`src/sv/qvr_pkg.sv`:
```
// qvr_pkg: widths and shared types for the quaternion vector rotation pipeline
// no dependencies; imported by every qvr module and the core top level
package qvr_pkg;

  // field widths
  localparam int unsigned QuatWidth = 16;
  localparam int unsigned VecWidth  = 32;
  localparam int unsigned QuatFrac  = QuatWidth - 2;

  // quaternion products and matrix terms
  localparam int unsigned QProdW = 2 * QuatWidth;
  // diagonal terms and half off-diagonal terms need one bit more than a product
  localparam int unsigned EntW   = QProdW + 1;
  // matrix entry times vector component
  localparam int unsigned MProdW = EntW + VecWidth;
  // row sum: off-diagonal doubling plus three terms, with headroom
  localparam int unsigned SumW   = MProdW + 3;
  // binary point realignment after the two quaternion fractions
  localparam int unsigned Shift  = 2 * QuatFrac;
  localparam int unsigned ResW   = SumW - Shift;

  typedef logic signed [QuatWidth-1:0] quat_t;
  typedef logic signed [VecWidth-1:0]  vcomp_t;
  typedef logic signed [EntW-1:0]      ent_t;
  typedef logic signed [ResW-1:0]      res_comp_t;

  typedef struct packed {
    vcomp_t vx;
    vcomp_t vy;
    vcomp_t vz;
  } vec_t;

  // diagonals in full, off-diagonals held as half values (doubling done later)
  typedef struct packed {
    ent_t d0;
    ent_t d1;
    ent_t d2;
    ent_t xy_p;
    ent_t xy_m;
    ent_t xz_p;
    ent_t xz_m;
    ent_t yz_p;
    ent_t yz_m;
  } mat_t;

  typedef struct packed {
    res_comp_t rx;
    res_comp_t ry;
    res_comp_t rz;
  } res_t;

endpackage

```
`src/sv/qvr_sat.sv`:
```
// qvr_sat: output stage, clips each component to the vector width
// depends on qvr_pkg
module qvr_sat import qvr_pkg::*; (
  input  logic   clk_i,
  input  logic   rst_ni,
  input  logic   valid_i,
  input  res_t   res_i,
  output logic   valid_o,
  output vcomp_t rot_x_o,
  output vcomp_t rot_y_o,
  output vcomp_t rot_z_o,
  output logic   saturated_o
);

  localparam vcomp_t VecMax = {1'b0, {(VecWidth-1){1'b1}}};
  localparam vcomp_t VecMin = {1'b1, {(VecWidth-1){1'b0}}};

  vcomp_t rx_d, ry_d, rz_d, rx_q, ry_q, rz_q;
  logic   ox, oy, oz;
  logic   valid_q, sat_q;

  // overflow when the bits above the output sign are not a sign extension
  always_comb begin
    ox   = (res_i.rx[ResW-1:VecWidth-1] != {(ResW-VecWidth+1){res_i.rx[ResW-1]}});
    oy   = (res_i.ry[ResW-1:VecWidth-1] != {(ResW-VecWidth+1){res_i.ry[ResW-1]}});
    oz   = (res_i.rz[ResW-1:VecWidth-1] != {(ResW-VecWidth+1){res_i.rz[ResW-1]}});
    rx_d = ox ? (res_i.rx[ResW-1] ? VecMin : VecMax) : res_i.rx[VecWidth-1:0];
    ry_d = oy ? (res_i.ry[ResW-1] ? VecMin : VecMax) : res_i.ry[VecWidth-1:0];
    rz_d = oz ? (res_i.rz[ResW-1] ? VecMin : VecMax) : res_i.rz[VecWidth-1:0];
  end

  always_ff @(posedge clk_i) begin
    rx_q <= rx_d;
    ry_q <= ry_d;
    rz_q <= rz_d;
  end

  always_ff @(posedge clk_i or negedge rst_ni) begin
    if (!rst_ni) begin
      valid_q <= 1'b0;
      sat_q   <= 1'b0;
    end else begin
      valid_q <= valid_i;
      sat_q   <= valid_i & (ox | oy | oz);
    end
  end

  assign valid_o     = valid_q;
  assign rot_x_o     = rx_q;
  assign rot_y_o     = ry_q;
  assign rot_z_o     = rz_q;
  assign saturated_o = sat_q;

endmodule

```
`config.mk`:
```
export PLATFORM = sky130hd
export DESIGN_NAME = qvr_sat
export DESIGN_NICKNAME = d
export VERILOG_FILES = /design/src/sv/qvr_pkg.sv /design/src/sv/qvr_sat.sv
export SDC_FILE = /design/constraint.sdc
export NUM_CORES = 1
export LEC_CHECK = 0
export ABC_CLOCK_PERIOD_IN_PS = 800
export BUFFER_PORTS_ARGS = -buffer_cell sky130_fd_sc_hd__buf_2
export CORE_MARGIN = 3
export CORE_UTILIZATION = 37
export CTS_CLUSTER_DIAMETER = 50
export CTS_CLUSTER_SIZE = 28
export DETAILED_ROUTE_END_ITERATION = 8
export GPL_TIMING_DRIVEN = 0
export HOLD_SLACK_MARGIN = 0.06
export PLACE_DENSITY_LB_ADDON = 0.25
export REMOVE_ABC_BUFFERS = 1
export SETUP_SLACK_MARGIN = 0.3
export SYNTH_ARGS = -nofsm -noshare
export SYNTH_HDL_FRONTEND = slang
export SYNTH_SLANG_ARGS = --single-unit
```
`constraint.sdc`:
```
create_clock -name clk_i -period 0.8 [get_ports clk_i]
set_input_delay 0.16 -clock clk_i [delete_from_list [all_inputs] [get_ports clk_i]]
set_output_delay 0.16 -clock clk_i [all_outputs]
set_load 0.005 [all_outputs]
```
==> results.cfg, run 1 <==
[timing]
tns_ns = -21.63
finalHoldViolations = 10
post-route-period-util_pct = 126
finalCriticalPeriod_ns = 1.01
worst_slew_pin_slew_ns = 0.406
slew_viol_final = 0
fmax_ghz = 0.990
relSlewSlack_pct = 72.8
grt_setup_unrepaired = true
fin_ws_ns = -0.210
setup_viol = 192
timing.hold.ws_ns = -0.0774

[run]
cap_violations = 0

[logic_synthesis]
ys_types = 17
synth_area_leader_cell = dfxtp_1
syn_area_per_cell_sq_um = 13.1
synth-seq-cells = 98
ys_seq_area_share_pct = 62.2
netlist_area_sq_mm = 0.00317
synthCells = 241
yosysWarnings = 0
synth_area_leaders = dfxtp_1, a21o_1, buf_6
yosysTopAreaCellShare_pct = 60.7

[global_route]
track_usage_pct = 21.2
grt_pass1_wl_mm = 16.0
grt_pass1_vias = 2925
overflow = 0
grt_max_degree = 18
antenna_found_initial = 0

[detailed_routing]
drc_errors = 0
antenna_left = 0
routed_via_density = 4.81
drt_iter0_markers = 46
wirelength_mm = 10.9
drtPass1Iterations = 4
num_vias = 2864
drt-wirelength-per-cell_um = 18.3

[power]
pwr_density_cell_mw_per_mm2 = 1930
pwr-share-clk_pct = 35.4
switchingPower_uw = 2380
leakage_uw = 0.00289
netSwitchingFraction_pct = 23.7
internal-power_uw = 7650
vdd_ir_drop_max_uv = 1190
power_frac_seq_pct = 52.3
combPwrFrac_pct = 12.3

[cells_and_area]
syn2layout_area_growth_pct = 63.9
fin_nets = 608
stdcell_count = 595
seq_area_sq_mm = 0.00201
drive_above_1_share_pct = 65.7
antenna_cells = 0
final_cell_mix = buf_2, a21o_1, dfxtp_1
num-fill-cells = 669
multi_input_area_sq_mm = 0.00124
final_common_cell = buf_2

[floorplanning]
rows = 33
core_sq_mm = 0.00826
ioPinCount = 221
dieArea_sq_mm = 0.00971
start_util_pct = 38.4
fp.dieH_um = 98.5
dieWidth_um = 98.5

[cts]
tritoncts = built
cts_buffers = 9
cts_buffer_depth = 2
clk_pin_slew_ns = 0.10
htreeDepth = 3
cts_num_sinks = 98
cts_hold_buffers = 1
clockRootBuffer = clkbuf_8

[worst_setup_path]
worst-endpoint-arrival_ns = 0.85
cpMaxStageDelayCell = dfrtp_1
cp_max_fo = 1
cp_cell_sequence = buf_2
worst-path-buf-inv = 1
critPathTopFamily = flip-flops
worstSetupPathType = flip-flop to output port
cp_slowest_stage_delay_ns = 0.38
required_ns = 0.64
crit_path_start_kind = flip-flop
cp-end-kind = output port

[place]
place.gp.congestion = 0.821
dp.cells = 545
hpwlAfterDp_mm = 6.05
port_buffers = 220

[outcome]
violations = negative hold slack, negative setup slack
status = finished with violations

[worst_hold_path]
hp-class = input port to flip-flop
-- sequential cells by signal, summed over array words and instances (netlist names) --
signal       count
valid_o          1
rot_z_o         32
rot_x_o         32
saturated_o      1
rot_y_o         32
-- cells by family after synthesis --
| logic type | count (synthesis) | share of synthesized area (%) |
|---|---|---|
| flip-flops | 98 | 62.2 |
| AO/OA/AOI/OAI | 97 | 24.4 |
| AND/OR/NAND/NOR | 24 | 6.52 |
| buffers and inverters | 22 | 6.87 |
-- synthesized netlist by cell type (all sizes together) --
cell type,instances
a21o,93
nand3,6
nand2,3
clkbuf,3
nor2,3
dfrtp,2
nor3,3
nor2b,3
o31ai,3
inv,1
a31oi,1
nor4,3
buf,18
dfxtp,96
nand4,3
-- path summary, 6_finish.rpt --
check	startpoint	end	slack, ns	cells after the start
max	saturated_o	saturated_o	-0.21	1
min	valid_i	valid_o	-0.08	1
max in group asynchronous	rst_ni	saturated_o	0.56	2
min in group asynchronous	rst_ni	valid_o	0.13	2
-- repair_timing --
action | in CTS | in global routing
pin swaps | 36 | 45
setup buffers | 18 | 0
cloned | 13 | 2
setup endpoints to repair | 192 | 192
gates resized for setup | 59 | 64
endpoints found under the hold margin | 100 | 97
-- final cells by class --
| class | count | share of cell area [%] |
|---|---|---|
| Tap cell | 105 | 2.53 |
| Clock buffer | 9 | 2.39 |
| Inverter | 1 | 0.0723 |
| Multi-Input combinational cell | 132 | 23.9 |
| Clock inverter | 7 | 1.93 |
| Timing Repair Buffer | 243 | 30.5 |
| Sequential cell | 98 | 38.7 |
-- through the flow --
| step | hold slack [ns] | power (uW) | area, sq um | setup slack [ns] | util (%) |
|---|---|---|---|---|---|
| floorplan | -0.136 | 5640 | 2950 | -0.558 | - |
| global placement | -0.0558 | 6280 | 4190 | -1.06 | 50.7 |
| detailed placement | -0.0539 | 6310 | 4190 | -1.11 | 50.7 |
| CTS | -0.0900 | 10000 | 4950 | -0.226 | 60.0 |
| global route | -0.0987 | 10400 | 5190 | -0.263 | 62.9 |
| finish | -0.0774 | 10000 | 5190 | -0.210 | 62.9 |
-- power groups by stage --
stage / combinational [uW] / sequential (uW) / clock, uW
after floorplan: 271 / 5370 / 0
after global placement: 972 / 5310 / 0
after detailed placement: 990 / 5320 / 0
after CTS: 1150 / 5210 / 3630
after global routing: 1330 / 5270 / 3840
final: 1240 / 5240 / 3550
-- per-layer routing --
layer	vias up	global-route usage, %	share of wire, %
li1	1345	-	-
met1	1360	23.4	37
met2	140	38.9	53
met3	19	5.38	7.5
met4	0	8.30	2.1
met5	-	0	0
(Power assumes the default switching activity.)
==> inputs of run 2 (changes only) <==
Settings changed: BUFFER_PORTS_ARGS -buffer_cell sky130_fd_sc_hd__buf_2 to -buffer_cell sky130_fd_sc_hd__clkbuf_2.
==> run 2 against run 1 <==
The flow still finishes with violations (negative hold slack, negative setup slack). Largest cell class unchanged. Non-clock buffer count unchanged. Critical path depth increased by 6. Via count increased by 1.3%. Combinational power about the same. Sequential cell count unchanged. Critical path type is now input port to flip-flop.
==> results.cfg, run 2 (synthesis gave the netlist of run 1 again) <==
[global_route]
grt_pass1_wl_mm = 15.3
antenna_found_initial = 0
overflow = 0
grt_pass1_vias = 2977
grt_max_degree = 18
track_usage_pct = 20.4

[timing]
post-route-period-util_pct = 127
finalCriticalPeriod_ns = 1.01
fmax_ghz = 0.988
timing.hold.ws_ns = -0.0784
worst_slew_pin_slew_ns = 0.392
fin_ws_ns = -0.213
tns_ns = -24.60
relSlewSlack_pct = 73.8
finalHoldViolations = 28
setup_viol = 192
slew_viol_final = 0
grt_setup_unrepaired = true

[floorplanning]
start_util_pct = 38.4
ioPinCount = 221
fp.dieH_um = 98.5
rows = 33
dieArea_sq_mm = 0.00971
dieWidth_um = 98.5
core_sq_mm = 0.00826

[power]
pwr_density_cell_mw_per_mm2 = 1870
netSwitchingFraction_pct = 24.3
combPwrFrac_pct = 12.6
total_power_uw = 9820
power_frac_seq_pct = 53.6
vdd_ir_drop_max_uv = 937
pwr-share-clk_pct = 33.8
switchingPower_uw = 2380
leakage_uw = 0.00294
internal-power_uw = 7430

[cts]
clockRootBuffer = clkbuf_8
cts_buffers = 9
clk_pin_slew_ns = 0.10
tritoncts = built
cts_hold_buffers = 1
cts_num_sinks = 98
htreeDepth = 3
cts_buffer_depth = 2

[outcome]
status = finished with violations
violations = negative hold slack, negative setup slack

[run]
cap_violations = 0

[cells_and_area]
seq_area_sq_mm = 0.00204
stdcell_count = 595
num-fill-cells = 673
syn2layout_area_growth_pct = 65.8
drive_above_1_share_pct = 70.2
antenna_cells = 0
fin_nets = 608
stdcell_area_sq_mm = 0.00525
final_cell_mix = clkbuf_2, a21o_1, dfxtp_2
multi_input_area_sq_mm = 0.00123
final_common_cell = clkbuf_2
postLayoutCoreUtil_pct = 63.6

[worst_setup_path]
cp-startpoint = res_i[37]
worstSetupPathType = input port to flip-flop
worst-endpoint-arrival_ns = 1.26
cp-end-kind = flip-flop
crit_path_start_kind = input port
cp_max_fo = 8
required_ns = 1.05

[worst_hold_path]
min_from = valid_i
hp-class = input port to flip-flop

[detailed_routing]
routed_via_density = 4.88
wirelength_mm = 10.8
drt_iter0_markers = 49
antenna_left = 0
drtPass1Iterations = 5
drt-wirelength-per-cell_um = 18.2
num_vias = 2902
drc_errors = 0

[place]
dpl_cell_area_sq_mm = 0.00419
place.gp.congestion = 0.821
port_buffers = 220
hpwlAfterDp_mm = 6.18
dp.cells = 545
-- run 2: cell count changes in the layout (fill, tap and decap cells not counted), sizes merged --
| cell | delta |
|---|---|
| buf | -165 |
| bufinv | -1 |
| clkbuf | +166 |
-- run 2: path summary, 6_finish.rpt --
kind	endpoint	slack, ns	cells past startpoint
max	saturated_o	-0.21	7
min	valid_o	-0.08	1
max in group asynchronous	saturated_o	0.59	2
min in group asynchronous	valid_o	0.11	2
-- run 2: power by group through the flow --
stage | sequential, uW | clock (uW) | combinational [uW]
floorplan | 5370 | 0 | 271
global placement | 5320 | 0 | 968
detailed placement | 5330 | 0 | 988
CTS | 5230 | 3390 | 1120
global route | 5280 | 3630 | 1330
finish | 5260 | 3320 | 1240
-- run 2: cell type report --
cell class	instances	share of cell area (%)
clock buffers	10	2.62
repair buffers	243	31.2
well taps	105	2.50
clock inverters	6	1.36
multi-input cells	132	23.4
flip-flops and latches	98	38.8
inverters	1	0.0715
-- run 2: stage by stage --
stage,hold WS [ns],worst slack (ns)
final,-0.0784,-0.213
after floorplan,-0.136,-0.558
after detailed placement,-0.0476,-1.09
after global placement,-0.0550,-1.06
after CTS,-0.0991,-0.229
after global routing,-0.110,-0.262
-- run 2: routing by layer --
layer / part of all wire, % / track usage (%) / vias to the layer above
met5: 0 / 0 / -
met4: 1.8 / 8.61 / 0
met3: 7.2 / 6.09 / 15
met2: 54 / 36.5 / 149
met1: 37 / 22.4 / 1392
li1: - / - / 1346
-- run 2: what timing repair did --
item                                    4_1_cts  5_1_grt
pin swaps                                    32       52
resized for setup                            47      139
endpoints found under the setup margin      192      192
buffers inserted                             15        2
endpoints found under the hold margin        98       97
cloned                                       12        4
-- run 2: critical path, cell delays in order --
cell	delay [ns]
buf_8	0.10
nor4_4	0.33
nand3_4	0.14
buf_6	0.14
o31ai_4	0.08
clkbuf_16	0.23
a31oi_1	0.07
==> inputs of run 3 (changes only) <==
Settings changed: BUFFER_PORTS_ARGS -buffer_cell sky130_fd_sc_hd__clkbuf_2 to unset, CORE_AREA set to 3 3 85 87, CORE_MARGIN 3 to unset, CORE_UTILIZATION 37 to unset, DIE_AREA set to 0 0 88 90, DONT_BUFFER_PORTS set to 1.
==> run 3 against run 2 <==
The flow still finishes with violations (negative hold slack, negative setup slack). Count of clock-buffer cells in the layout grew 4. Critical path type unchanged. Routed wire length decreased by 19%. Via count is 30% lower. Final cell count down 41%. Setup slack improved by 0.098 ns. Power is 7.0% lower.
==> results.cfg, run 3 (synthesis gave the netlist of run 1 again) <==
[global_route]
met3_usage_pct = 8.14
track_usage_pct = 20.4
globalRoute.busiestLayer = met2
use_met1_pct = 20.9
overflow = 0
grt_max_degree = 17
grtUsageMet2_pct = 35.7
grt_pass1_wl_mm = 12.0
antenna_found_initial = 0
grt_pass1_vias = 2161

[cts]
tritoncts = built
cts_buffers = 9
clockRootBuffer = clkbuf_8
htreeDepth = 3
cts_num_sinks = 98
cts_buffer_depth = 2
clk_pin_slew_ns = 0.09
cts_hold_buffers = 3

[detailed_routing]
drc_errors = 0
drt_iter0_markers = 42
routed_via_density = 5.80
num_vias = 2031
antenna_left = 0
drt-wirelength-per-cell_um = 24.9
wirelength_mm = 8.73
drtPass1Iterations = 4

[place]
hpwlAfterDp_mm = 4.84
port_buffers = 0
place.gp.congestion = 0.743

[floorplanning]
fp.dieH_um = 90
start_util_pct = 49.3
dieArea_sq_mm = 0.00792
rows = 29
ioPinCount = 221
core_sq_mm = 0.00642
dieWidth_um = 88

[power]
pwr_density_cell_mw_per_mm2 = 2340
total_power_uw = 9120
vdd_ir_drop_max_uv = 1370
leakage_uw = 0.00196

[timing]
timing.hold.ws_ns = -0.156
fmax_ghz = 1.09
slew_viol_final = 0
relSlewSlack_pct = 72.7
finalHoldViolations = 95
setup_viol = 158
grt_setup_unrepaired = true
worst_slew_pin_slew_ns = 0.411
post-route-period-util_pct = 114
fin_ws_ns = -0.114
finalCriticalPeriod_ns = 0.914

[worst_setup_path]
worst-endpoint-arrival_ns = 1.18
cp-end-kind = flip-flop
required_ns = 1.07
worstSetupPathType = input port to flip-flop
cp_max_fo = 7
crit_path_start_kind = input port

[cells_and_area]
syn2layout_area_growth_pct = 23.3
antenna_cells = 0
drive_above_1_share_pct = 58.6
final_cell_mix = dfxtp_2, a21o_1, buf_6
num-fill-cells = 514
final_common_cell = dfxtp_2
fin_nets = 391

[outcome]
status = finished with violations
violations = negative hold slack, negative setup slack

[worst_hold_path]
hold_depth = 0
min_from = res_i[79]
hp-class = input port to flip-flop
hold_end = rot_y_o[31]

[run]
cap_violations = 0
## run 3: cell count changes in the layout (fill, tap and decap cells not counted), sizes merged, moves of 2 or more
cell,change
clkbuf,-160
buf,-54
clkinvlp,-2
dlygate4sd3,+2
inv,-2
## run 3: per-layer routing
| metal | share of wire (%) | routed length, um |
|---|---|---|
| met5 | 0 | 0 |
| met4 | 2.7 | 233 |
| met3 | 11 | 948 |
| met2 | 52 | 4520 |
| met1 | 35 | 3030 |
## run 3: what timing repair did
action / CTS / global route
buffers inserted: 18 / 2
cloned: 11 / 3
resized for setup: 121 / 5
endpoints found under the hold margin: 100 / 97
setup endpoints to repair: 192 / 192
pin swaps: 49 / 27
## run 3: cell type report
cell class | instances | area, sq um | area share, %
clock inverters | 2 | 60.1 | 1.54
clock buffers | 14 | 153 | 3.91
repair buffers | 27 | 334 | 8.55
inverters | 1 | 3.75 | 0.0961
well taps | 77 | 96.3 | 2.47
multi-input cells | 131 | 1170 | 29.9
flip-flops and latches | 98 | 2090 | 53.5
## run 3: worst max-delay path by stage
stage                     from  cells past startpoint  slack [ns]          end
finish               res_i[34]                      7       -0.11   rot_z_o[8]
global route         res_i[34]                      7       -0.15  rot_z_o[21]
CTS                    valid_o                      0       -0.12      valid_o
detailed placement  res_i[118]                      3       -0.89  saturated_o
global placement    res_i[118]                      3       -0.87  saturated_o
floorplan           res_i[118]                      3       -0.56  saturated_o
## run 3: per-stage QoR
| stage | area [sq um] | worst slack [ns] | TNS [ns] | std cells | utilization (%) |
|---|---|---|---|---|---|
| 2_1_floorplan | 2950 | -0.558 | -46.50 | 220 | - |
| 3_3_place_gp | 3050 | -0.873 | -73.29 | 297 | 47.5 |
| 3_5_place_dp | 3050 | -0.893 | -75.88 | 297 | 47.5 |
| 4_1_cts | 3830 | -0.120 | -6.57 | 345 | 59.6 |
| 5_1_grt | 3910 | -0.149 | -11.63 | 350 | 60.8 |
| 6_report | 3910 | -0.114 | -5.82 | 350 | 60.8 |
## run 3: critical path: stages
cell,delay (ns)
nor4_4,0.26
nand3_2,0.14
buf_6,0.15
buf_6,0.11
o31ai_4,0.08
buf_6,0.18
a21o_1,0.11
## run 3: where the power goes
group	internal, uW	switching, uW
Combinational	208	203
Sequential	5200	158
Clock	1860	1500
